### config.mk
export PLATFORM = sky130hd
export DESIGN_NAME = cau_div_stage
export DESIGN_NICKNAME = d
export VERILOG_FILES = /design/src/sv/cau_pkg.sv /design/src/sv/cau_div_stage.sv
export SDC_FILE = /design/constraint.sdc
export NUM_CORES = 1
export LEC_CHECK = 0
export BUFFER_PORTS_ARGS = -buffer_cell sky130_fd_sc_hd__buf_2
export CAP_MARGIN = 5
export CORE_AREA = 4 4 261 263
export CTS_CLUSTER_DIAMETER = 30
export DETAILED_ROUTE_END_ITERATION = 10
export DIE_AREA = 0 0 265 267
export PLACE_DENSITY = 0.61
export SLEW_MARGIN = 30
export SYNTH_ARGS = -nofsm -noshare
export SYNTH_HDL_FRONTEND = slang
export SYNTH_SLANG_ARGS = --single-unit
### constraint.sdc
create_clock -name clk -period 5.99 [get_ports clk]
set_input_delay 0.2995 -clock clk [delete_from_list [all_inputs] [get_ports clk]]
set_output_delay 0.2995 -clock clk [all_outputs]
set_load 0.02 [all_outputs]
### src/sv/cau_pkg.sv
// ----------------------------------------------------------------------------
// cau_pkg
// Types and constants of the complex arithmetic unit.
// ----------------------------------------------------------------------------
package cau_pkg;

  localparam int FIELD_BITS = 32;

  localparam logic [1:0] OP_ADD = 2'd0;
  localparam logic [1:0] OP_SUB = 2'd1;
  localparam logic [1:0] OP_MUL = 2'd2;
  localparam logic [1:0] OP_DIV = 2'd3;

  typedef struct packed {
    logic [1:0]                   op;
    logic signed [FIELD_BITS-1:0] a_real;
    logic signed [FIELD_BITS-1:0] a_imag;
    logic signed [FIELD_BITS-1:0] b_real;
    logic signed [FIELD_BITS-1:0] b_imag;
  } cmd_item_t;

  typedef struct packed {
    logic signed [FIELD_BITS-1:0] res_real;
    logic signed [FIELD_BITS-1:0] res_imag;
    logic                         saturated;
    logic                         divide_by_zero;
  } res_item_t;

  // control travelling with each item down the pipeline
  typedef struct packed {
    logic       valid;
    logic [1:0] op;
    logic       neg_re;
    logic       neg_im;
    logic       ovf_re;
    logic       ovf_im;
    logic       dz;
  } ctl_t;

endpackage

### src/sv/cau_div_stage.sv
// ----------------------------------------------------------------------------
// cau_div_stage
// One restoring division step for both parts; other operations pass.
// ----------------------------------------------------------------------------
module cau_div_stage #(
  parameter int EW = 32
) (
  input  logic            clk,
  input  logic            rst,
  input  logic            en,
  input  cau_pkg::ctl_t   ctl_in,
  input  logic [2*EW-1:0] den_in,
  input  logic [2*EW-1:0] rem_re_in,
  input  logic [2*EW-1:0] rem_im_in,
  input  logic [EW:0]     nlow_re_in,
  input  logic [EW:0]     nlow_im_in,
  input  logic [EW:0]     q_re_in,
  input  logic [EW:0]     q_im_in,
  output cau_pkg::ctl_t   ctl,
  output logic [2*EW-1:0] den,
  output logic [2*EW-1:0] rem_re,
  output logic [2*EW-1:0] rem_im,
  output logic [EW:0]     nlow_re,
  output logic [EW:0]     nlow_im,
  output logic [EW:0]     q_re,
  output logic [EW:0]     q_im
);

  localparam int MW = 2 * EW;

  logic [MW:0]   r2_re, r2_im, d2;
  logic          ge_re, ge_im, is_div;

  always_comb begin
    is_div = ctl_in.op == cau_pkg::OP_DIV;
    r2_re  = {rem_re_in, nlow_re_in[EW]};
    r2_im  = {rem_im_in, nlow_im_in[EW]};
    d2     = {1'b0, den_in};
    ge_re  = r2_re >= d2;
    ge_im  = r2_im >= d2;
  end

  always_ff @(posedge clk) begin
    if (rst) begin
      ctl.valid <= 1'b0;
    end else if (en) begin
      ctl.valid <= ctl_in.valid;
    end
    if (en) begin
      ctl.op     <= ctl_in.op;
      ctl.neg_re <= ctl_in.neg_re;
      ctl.neg_im <= ctl_in.neg_im;
      ctl.ovf_re <= ctl_in.ovf_re;
      ctl.ovf_im <= ctl_in.ovf_im;
      ctl.dz     <= ctl_in.dz;
      den        <= den_in;
      nlow_re    <= {nlow_re_in[EW-1:0], 1'b0};
      nlow_im    <= {nlow_im_in[EW-1:0], 1'b0};
      if (is_div) begin
        rem_re <= ge_re ? MW'(r2_re - d2) : r2_re[MW-1:0];
        rem_im <= ge_im ? MW'(r2_im - d2) : r2_im[MW-1:0];
        q_re   <= {q_re_in[EW-1:0], ge_re};
        q_im   <= {q_im_in[EW-1:0], ge_im};
      end else begin
        rem_re <= rem_re_in;
        rem_im <= rem_im_in;
        q_re   <= q_re_in;
        q_im   <= q_im_in;
      end
    end
  end

endmodule

==> metrics.md <==
| Metric | Value |
|---|---|
| CP startpoint | den_in[1] |
| CTS clk-pin slew, worst paths | 0.04 ns |
| Maximum VDD drop | 0.184 mV |
| Ys async rst share | 0% |
| CTS tree | done |
| Warning count from the yosys run | 0 |
| Reg2reg path depth | 3 |
| Die area | 70800 sq um |
| Syn Area/Cell | 9.41 sq um |
| Max-cap violations | 0 |
| Top FF cell, synth | edfxtp_1 |
| Seq/Total Area, Yosys | 45.9% |
| Setup Buffers After CTS | 0 |
| I/O Pins | 667 |
| Max Fanout on Critical Path | 47 |
| Vias per cell | 5.23 |
| Die Y | 267 um |
| Port Buf Inserts | 664 |
| Routed wire per std cell | 22.1 um |
| Post-synthesis register bit count | 330 |
| Root Driver | clkbuf_16 |
| Reg2reg start | ctl[7]$_SDFFE_PP0P_ |
| Hold WC Path Type | in -> reg |
| Fmax | 0.213 GHz |
| Clock buffer count from CTS | 88 |
| Final wirelength | 91.5 mm |
| Clock sink count | 330 |
| Final worst path period share | 78.4% |
| Clock Latency Late Sink | 0.61 ns |
| RSZ-0062 raised after global routing | false |
| DRC marker count from the first detailed-route iteration | 1921 |
| Netlist cell types | 75 |
| Fin. Hold Viols | 0 |
| PnR Total Power | 10000 uW |
| Core Footprint | 65600 sq um |
| Leakage | 0.0140 uW |
| Share of post-route cells with drive strength above 1 | 25.7% |
| All-Layer GR Usage | 24.6% |
| R2r setup slk | 4.87 ns |
| Critical Path AT | 5.14 ns |
| Mapped Cells | 2295 |
| Pwr/cell area | 320 nW/um^2 |
| Vias in the first global route | 21.5k |
| CTS max path bufs | 3 |
| H-tree depth | 3 |
| Hold endpoint | rem_re[18]$_DFFE_PP_ |
| Largest net degree at the start of global routing | 155 |
| Initial antenna violation count | 14 |
| Post-route minimum period | 4.70 ns |
| Final setup violation count | 0 |
| Clock skew | 0 ns |
| Crit. End Element | flip-flop |
| Max-slew violations | 0 |
| Vias after detailed routing | 21.6k |
| Hold Startpoint | rem_re_in[18] |
| Fillcell total | 6144 |
| GRT overflow | 0 |
| DPL Wire Length | 70.1 mm |
| Hold Path Cell Cnt | 3 |
| Post-synth EDFFs | 329 |
| Row count | 94 |
| Die Width | 265 um |
| Final #Nets | 3655 |
| Initial Utilization | 32.9% |
| Element type at the critical path start | primary input |
| RR Endpoint | ctl[7]$_SDFFE_PP0P_ |
| Setup tns final | 0 ns |
| First-pass DRT Iterations | 5 |
| Synthesized cell area | 21600 sq um |
| Setup CP Type | in -> reg |
| Run status | finished clean |
| Final ANT Viol Nets | 0 |
| Final hold slack | 0.0352 ns |
| First-pass GRT wire length | 134 mm |
| Req. time, crit path | 6.43 ns |
| Final GP Congestion | 0.934 |
| DRC Markers | 0 |
| Rel. slew slack | 33.8% |
| P&R area growth vs syn | 44.8% |
| Worst Tran Pin Value | 0.993 ns |
## layer usage
layer  vias to the layer above  global-route usage, %  wire (um)
met5                         -                      0         25
met4                         4                   11.6       4040
met3                       201                   5.26       6860
met2                       968                   43.0      45100
met1                     10252                   29.1      35400
li1                      10222                      -          -
## Yosys cell counts (10+ instances only)
| library cell | instances | area, sq um |
|---|---|---|
| inv_1 | 106 | 398 |
| nand3_1 | 46 | 230 |
| nand4_1 | 48 | 300 |
| o21bai_1 | 28 | 210 |
| a21oi_1 | 180 | 901 |
| edfxtp_1 | 329 | 9880 |
| nor3_1 | 18 | 90.1 |
| or3_1 | 10 | 62.6 |
| o211ai_1 | 20 | 150 |
| nor2_1 | 118 | 443 |
| mux2i_1 | 62 | 621 |
| ha_1 | 128 | 1600 |
| o21ai_1 | 57 | 285 |
| xnor2_1 | 68 | 596 |
| and3_1 | 20 | 125 |
| nor4_1 | 12 | 75.1 |
| a211oi_1 | 17 | 128 |
| o31ai_1 | 15 | 113 |
| a21o_1 | 64 | 480 |
| o21ai_0 | 97 | 485 |
| xor2_1 | 42 | 368 |
| clkbuf_1 | 101 | 379 |
| nor2b_1 | 10 | 62.6 |
| a31oi_1 | 45 | 282 |
| o21a_1 | 30 | 225 |
| nand2_1 | 470 | 1760 |
## how the worst max path moves through the flow
stage | endpoint | slack, ns | depth (start not counted)
finish | rem_im[5]$_DFFE_PP_ | 1.29 | 16
global route | rem_im[58]$_DFFE_PP_ | 1.02 | 14
CTS | rem_im[13]$_DFFE_PP_ | 1.33 | 16
detailed placement | rem_im[13]$_DFFE_PP_ | 1.23 | 15
global placement | rem_im[58]$_DFFE_PP_ | 0.72 | 13
floorplan | rem_re[36]$_DFFE_PP_ | 2.47 | 14
## layout make-up
type	count	area, sq um	share of cell area, %
Antenna cell	10	25.0	0.0801
Clock inverter	66	867	2.77
Tap cell	864	1080	3.46
Inverter	106	398	1.27
Sequential cell	330	9900	31.7
Timing Repair Buffer	932	6020	19.3
Clock buffer	96	2250	7.21
Multi-Input combinational cell	1732	10700	34.3
## kinds of logic after synthesis
kind of cell	Yosys count	synth area share, %
buffers and inverters	234	4.71
other	1	0.0174
DFF	330	45.9
adders and majority gates	130	7.60
AOI/OAI and AO/OA	627	18.2
xor gates and xnor gates	110	4.46
and+or+nand+nor	798	16.2
muxes	65	3.03
## stage by stage
| stage | utilization (%) | instance area (sq um) | setup WS (ns) | cells |
|---|---|---|---|---|
| after CTS | 47.6 | 31200 | 1.33 | 4126 |
| after global routing | 47.6 | 31300 | 1.02 | 4134 |
| after global placement | 38.9 | 25500 | 0.715 | 3708 |
| after detailed placement | 38.9 | 25600 | 1.23 | 3708 |
| after floorplan | - | 21600 | 2.47 | 2296 |
| final | 47.6 | 31300 | 1.29 | 4136 |
## worst max-delay path, cell delays in order
cell	delay, ns
dlygate4sd3_1	0.54
buf_2	0.14
inv_1	0.26
ha_1	0.32
nor2b_1	0.16
o31a_1	0.31
o31ai_1	0.41
a21oi_1	0.19
o21a_1	0.26
o211a_1	0.33
o2111ai_1	0.20
buf_4	0.27
and2_2	0.81
buf_4	0.35
nand2_1	0.07
a31oi_1	0.17
## registers in the layout (all words and copies together) (netlist names)
signal and flops:
rem_im 64, q_re 33, nlow_im 32, ctl 8
den 64, q_im 33, nlow_re 32, rem_re 64
## cells in the final DEF, fill, tap and decap left out, types with 8 or more instances in the layout
master         count
clkinv_1          14
nand3_1           46
a21oi_1          180
dlygate4sd3_1    256
o21ai_1           57
ha_1             128
nor4_1            12
o31ai_1           15
nand2_1          469
mux2i_1           62
clkinvlp_4         9
nand2b_1           8
edfxtp_1         329
a21o_1            64
o21ai_0           97
nand4_1           48
buf_2            663
bufinv_16         16
clkbuf_16         89
or3_1             10
inv_1            106
a211oi_1          17
o221ai_1           8
o21a_1            30
clkinv_2          15
xnor2_1           68
a31oi_1           45
o211ai_1          20
diode_2           10
nor2_1           118
buf_4              9
o21bai_1          28
xor2_1            42
nor3_1            18
and3_1            20
nor2b_1           10
## where the power goes
| part | switching, uW | leakage, uW | internal (uW) |
|---|---|---|---|
| registers | 63.2 | 0.00323 | 2810 |
| logic | 1400 | 0.00933 | 829 |
| clock network | 1510 | 0.00150 | 3400 |
## repair_timing
item,4_1_cts,5_1_grt
endpoints found under the setup margin,0,0
gates resized for setup,0,0
endpoints found under the hold margin,235,0
hold buffers,256,0
Power figures use the tool's default switching activity.
