**src/sv/cau_pkg.sv**
```systemverilog
// ----------------------------------------------------------------------------
// cau_pkg
// Types and constants of the complex arithmetic unit.
// ----------------------------------------------------------------------------
package cau_pkg;

  localparam int FIELD_BITS = 32;

  localparam logic [1:0] OP_ADD = 2'd0;
  localparam logic [1:0] OP_SUB = 2'd1;
  localparam logic [1:0] OP_MUL = 2'd2;
  localparam logic [1:0] OP_DIV = 2'd3;

  typedef struct packed {
    logic [1:0]                   op;
    logic signed [FIELD_BITS-1:0] a_real;
    logic signed [FIELD_BITS-1:0] a_imag;
    logic signed [FIELD_BITS-1:0] b_real;
    logic signed [FIELD_BITS-1:0] b_imag;
  } cmd_item_t;

  typedef struct packed {
    logic signed [FIELD_BITS-1:0] res_real;
    logic signed [FIELD_BITS-1:0] res_imag;
    logic                         saturated;
    logic                         divide_by_zero;
  } res_item_t;

  // control travelling with each item down the pipeline
  typedef struct packed {
    logic       valid;
    logic [1:0] op;
    logic       neg_re;
    logic       neg_im;
    logic       ovf_re;
    logic       ovf_im;
    logic       dz;
  } ctl_t;

endpackage

```
**src/sv/cau_back.sv**
```systemverilog
// ----------------------------------------------------------------------------
// cau_back
// Quotient rounding, saturation to the word range and result assembly.
// ----------------------------------------------------------------------------
module cau_back #(
  parameter int EW = 32
) (
  input  logic               clk,
  input  logic               rst,
  input  logic               en,
  input  cau_pkg::ctl_t      ctl_in,
  input  logic [EW:0]        q_re,
  input  logic [EW:0]        q_im,
  output logic               res_valid,
  output cau_pkg::res_item_t res
);

  localparam logic [EW:0] POS_LIM = {2'b00, {(EW - 1){1'b1}}};
  localparam logic [EW:0] NEG_LIM = {2'b01, {(EW - 1){1'b0}}};

  logic [EW+1:0]        inc_re, inc_im;
  logic [EW:0]          m_re, m_im, lim_re, lim_im;
  logic                 s_re, s_im, is_div;
  logic signed [EW-1:0] v_re, v_im;

  always_comb begin
    is_div = ctl_in.op == cau_pkg::OP_DIV;
    inc_re = {1'b0, q_re} + 1'b1;
    inc_im = {1'b0, q_im} + 1'b1;
    m_re   = is_div ? inc_re[EW+1:1] : q_re;
    m_im   = is_div ? inc_im[EW+1:1] : q_im;
    lim_re = ctl_in.neg_re ? NEG_LIM : POS_LIM;
    lim_im = ctl_in.neg_im ? NEG_LIM : POS_LIM;
    s_re   = ctl_in.ovf_re || (m_re > lim_re);
    s_im   = ctl_in.ovf_im || (m_im > lim_im);
    if (s_re) begin
      m_re = lim_re;
    end
    if (s_im) begin
      m_im = lim_im;
    end
    v_re = ctl_in.neg_re ? EW'(-m_re) : EW'(m_re);
    v_im = ctl_in.neg_im ? EW'(-m_im) : EW'(m_im);
  end

  always_ff @(posedge clk) begin
    if (rst) begin
      res_valid <= 1'b0;
    end else if (en) begin
      res_valid <= ctl_in.valid;
    end
    if (en) begin
      res.res_real       <= cau_pkg::FIELD_BITS'(v_re);
      res.res_imag       <= cau_pkg::FIELD_BITS'(v_im);
      res.saturated      <= s_re | s_im;
      res.divide_by_zero <= ctl_in.dz;
    end
  end

endmodule

```
**config.mk**
```make
export PLATFORM = sky130hd
export DESIGN_NAME = cau_back
export DESIGN_NICKNAME = d
export VERILOG_FILES = /design/src/sv/cau_pkg.sv /design/src/sv/cau_back.sv
export SDC_FILE = /design/constraint.sdc
export NUM_CORES = 1
export LEC_CHECK = 0
export BUFFER_PORTS_ARGS = -buffer_cell sky130_fd_sc_hd__buf_2
export CORE_ASPECT_RATIO = 0.8
export CORE_UTILIZATION = 28
export CTS_CLUSTER_DIAMETER = 80
export DETAILED_ROUTE_END_ITERATION = 12
export SYNTH_ARGS = -nofsm -noshare
export SYNTH_HDL_FRONTEND = slang
export SYNTH_SLANG_ARGS = --single-unit
```
**constraint.sdc**
```tcl
create_clock -name clk -period 8.7 [get_ports clk]
set_clock_uncertainty 0.05 [all_clocks]
set_input_delay 0.435 -clock clk [delete_from_list [all_inputs] [get_ports clk]]
set_output_delay 0.435 -clock clk [all_outputs]
set_load 0.03 [all_outputs]
```
==> results.txt <==
- Once the floorplan was initialized, standard cells occupied 28.4% of the core.
* Die Footprint: 31,500 um2
- Detailed placement HPWL: 24,400 um
- Timing analysis after detailed placement gives a worst setup slack of 1.63 ns.
- Dividing the detail-routed via count by the number of cells gives 5.71.
- Ys async rst share: 0%
- Headroom to the max-slew limit came out at 35.5%.
- Multi-input combinational cell area: 6180 um2
* First-pass GRT wire length: 47,300 um
- The post-route netlist has 16.3% of its cells at a drive strength greater than 1.
* Power Density: 141 nW/um2
* Hold Path Class: input pin to flip-flop
- The initial antenna violation count was 12.
- The worst setup path is of the input pin to flip-flop kind.
* # clock sinks: 67
- Overall power consumption after layout is estimated at 0.00142 W.
- For the worst-skew pair, the clock arrives at the later sink with an insertion delay of 0.33 ns.
- The region available for standard cell placement spans 30,300 um2.
* WL per Instance: 19.0 um
- For this design, the CTS-stage hold fixing added 0 buffers.
* Post-layout worst setup margin: 1.87 ns
- Number of search-and-repair iterations in the first detailed-routing pass: 6
- Fin. Hold Viols: 0
- Storage cell area: 2000 um2
- Total number of yosys warnings: 0
* Max Fclk: 146 MHz
- The synthesized netlist occupies a cell area of 8620 um2.
- Ranked by total cell area, the synthesized netlist is headed by sky130_fd_sc_hd__edfxtp_1 23%, sky130_fd_sc_hd__ha_1 9.9%, sky130_fd_sc_hd__a21oi_1 6.3%.
- DRC violation total after the first TritonRoute iteration: 895
- Result of the run: finished, final reports clean
* Cell depth of the worst min-delay path: 2
- Total number of vias: 9,361
- Across the VDD grid, the largest voltage drop is 0.000109 V.
* Total Nets Final: 1,358
* Crit path arrival time: 6.84 ns
- After clock tree synthesis, the repair step resized 0 gates.
- Slew at the pin closest to its max-slew limit: 0.955 ns
* Overall die width: 198 um
* Clock root cell: sky130_fd_sc_hd__clkbuf_16
- Number of buffers inserted during clock tree synthesis: 9
- Of all cell types, the one taking the most synthesized area is sky130_fd_sc_hd__edfxtp_1.
- Summed over its instances, the top area cell type makes up 23.0% of the synthesized netlist area.
- After detailed routing, the total wire length is 31,200 um.
- The die is 159 um tall.
- GRT Total Usage: 19.2%
* Post-synth cell types: 77
- The count of nets left with antenna violations once routing finished came out at 0.
- LEAKAGE: 3.94 nW
- Synthesis inferred 67 register bits.
* Number of cells traversed by the worst register-to-register path: 2
- The clock period could shrink to 6.83 ns.
- Total placed cells including tap cells: 1,615
* Number of filler cells placed in the layout: 3,242
- Count of pins on the block boundary: 144
* Placement Rows: 57
* RSZ-0062 raised after global routing: false
* Post-synthesis net count: 1,269
- Dividing the final minimum period by the clock period gives 78.5%.
- Critical Path Sink Type: flip-flop
- Of all nets on the critical path, the largest fanout is 26.
* Maximum clock insertion buffer count: 2
* Part of the Yosys area used for sequential elements: 23.2%
* Max-slew violation count: 0
* Number of H-tree levels: 3
- Port buffering added 143 buffers.
- Post-Syn Instances: 1,124
* Setup tns final: 0 ns
- After synthesis, the mean cell area works out to 7.67 um2.
- Entering global routing, the biggest net connects 68 pins.
- Leaving out filler cells and counting taps, the final layout contains 1,639.
- Buffers added to address setup during post-CTS repair amount to 0.
- Clock-pin slew was measured on the worst setup and hold paths at 0.06 ns.
* Number of synthesized flops with an enable pin: 66
- Max-cap violations in this run came to 0.
- Data on the critical path is required at its endpoint by 8.71 ns.
* Clock tree from TritonCTS: done
- Critical Path Source Type: input pin
- Final setup violation count: 0
- Global routing finished with a remaining overflow of 0.
- Via count of the first global-routing pass: 8,043
* Global placer's final weighted congestion: 0.908
- In the routed design, unresolved DRC markers number 0.
- Flip-flop cell with the highest count after synthesis: sky130_fd_sc_hd__edfxtp_1
- Post-synthesis to final-layout area growth: 16.6%
==> layout make-up <==
| cell class | instances | share of cell area [%] |
|---|---|---|
| Sequential cell | 67 | 19.9 |
| Tap cell | 413 | 5.14 |
| Multi-Input combinational cell | 940 | 61.4 |
| Clock inverter | 7 | 1.63 |
| Clock buffer | 9 | 2.24 |
| Timing Repair Buffer | 154 | 7.94 |
| Inverter | 41 | 1.53 |
| Antenna cell | 8 | 0.199 |
==> placed cells by master (no fill, tap or decap), types with 16 or more instances in the layout <==
master / Yosys / final
sky130_fd_sc_hd__buf_2: 14 / 143
sky130_fd_sc_hd__nand3_1: 45 / 45
sky130_fd_sc_hd__edfxtp_1: 66 / 66
sky130_fd_sc_hd__nor2_1: 99 / 99
sky130_fd_sc_hd__mux2i_1: 38 / 38
sky130_fd_sc_hd__nor3_1: 38 / 38
sky130_fd_sc_hd__a21o_1: 16 / 16
sky130_fd_sc_hd__a21oi_1: 109 / 109
sky130_fd_sc_hd__and3_1: 20 / 20
sky130_fd_sc_hd__a211oi_1: 20 / 19
sky130_fd_sc_hd__o21ai_0: 51 / 50
sky130_fd_sc_hd__nand4_1: 43 / 43
sky130_fd_sc_hd__nor4_1: 36 / 36
sky130_fd_sc_hd__inv_1: 41 / 41
sky130_fd_sc_hd__ha_1: 68 / 68
sky130_fd_sc_hd__nand2_1: 106 / 105
==> path summary, 6_finish.rpt <==
check             from   endpoint  slack [ns]
min                rst  res_valid        0.21
max            q_im[1]    res[28]        1.87
min reg2reg  res_valid  res_valid        0.45
max reg2reg  res_valid  res_valid        8.07
==> state kept, by name (all words and copies together) (netlist names) <==
| signal | cells |
|---|---|
| res | 66 |
| res_valid | 1 |
==> synthesized netlist by cell type, drive strengths merged, types with 9 or more instances <==
master,n
and3,20
nand2b,9
a211oi,20
buf,26
mux2i,38
nand4,44
nand3,45
a21oi,109
a31oi,10
o21a,11
o31ai,12
inv,41
edfxtp,66
nor4,38
xnor2,11
ha,68
clkbuf,50
nor2,99
nand2,106
and4,11
or3,10
nor3,38
a21o,16
and2,9
o21ai,53
a2bb2oi,9
or4,11
==> kinds of logic after synthesis <==
kind of cell	after synthesis	share of synthesized area (%)
AOI/OAI and AO/OA	342	26.3
and+or+nand+nor	476	29.1
muxes	39	4.54
buffers and inverters	117	5.38
adders and majority gates	68	9.87
DFF	67	23.2
xor gates and xnor gates	15	1.52
==> per-stage QoR <==
| step | instance area [um2] | util, % | hold slack [ns] |
|---|---|---|---|
| finish | 10100 | 33.2 | 0.206 |
| global route | 10000 | 33.2 | 0.197 |
| CTS | 10000 | 33.1 | 0.192 |
| detailed placement | 9650 | 31.8 | 0.443 |
| global placement | 9650 | 31.8 | 0.422 |
| floorplan | 8620 | - | 0.457 |
==> routing by layer <==
layer / vias to the layer above / share of wire [%] / track usage [%]
met4: 10 / 1.2 / 4.19
li1: 4549 / - / -
met5: - / 0.18 / 0
met3: 33 / 9.8 / 4.94
met1: 4382 / 50 / 30.0
met2: 387 / 39 / 25.6
==> critical path, stage by stage <==
cell                        delay [ns]
sky130_fd_sc_hd__buf_2            0.14
sky130_fd_sc_hd__ha_1             0.25
sky130_fd_sc_hd__nand3_1          0.33
sky130_fd_sc_hd__nor4_1           0.74
sky130_fd_sc_hd__nand3_1          0.13
sky130_fd_sc_hd__o21ai_0          0.10
sky130_fd_sc_hd__a2bb2oi_1        0.13
sky130_fd_sc_hd__ha_1             0.38
sky130_fd_sc_hd__nand4_1          0.17
sky130_fd_sc_hd__nor4_1           0.52
sky130_fd_sc_hd__a211oi_1         0.16
sky130_fd_sc_hd__and4_1           0.20
sky130_fd_sc_hd__o21a_1           0.19
sky130_fd_sc_hd__buf_4            0.23
sky130_fd_sc_hd__nor2_1           0.39
sky130_fd_sc_hd__o21bai_1         0.20
sky130_fd_sc_hd__ha_1             0.39
sky130_fd_sc_hd__nand2_1          0.10
sky130_fd_sc_hd__or4_1            0.59
sky130_fd_sc_hd__or3_1            0.38
sky130_fd_sc_hd__nor3_1           0.33
sky130_fd_sc_hd__a31oi_1          0.14
sky130_fd_sc_hd__a2bb2oi_1        0.19
==> power by group <==
part / switching, W / internal, W
clock: 0.000156 / 0.000338
sequential: 0.00000963 / 0.000400
combinational: 0.000353 / 0.000160
total: 0.000520 / 0.000898
No activity file was read; power rests on OpenSTA's default activity.
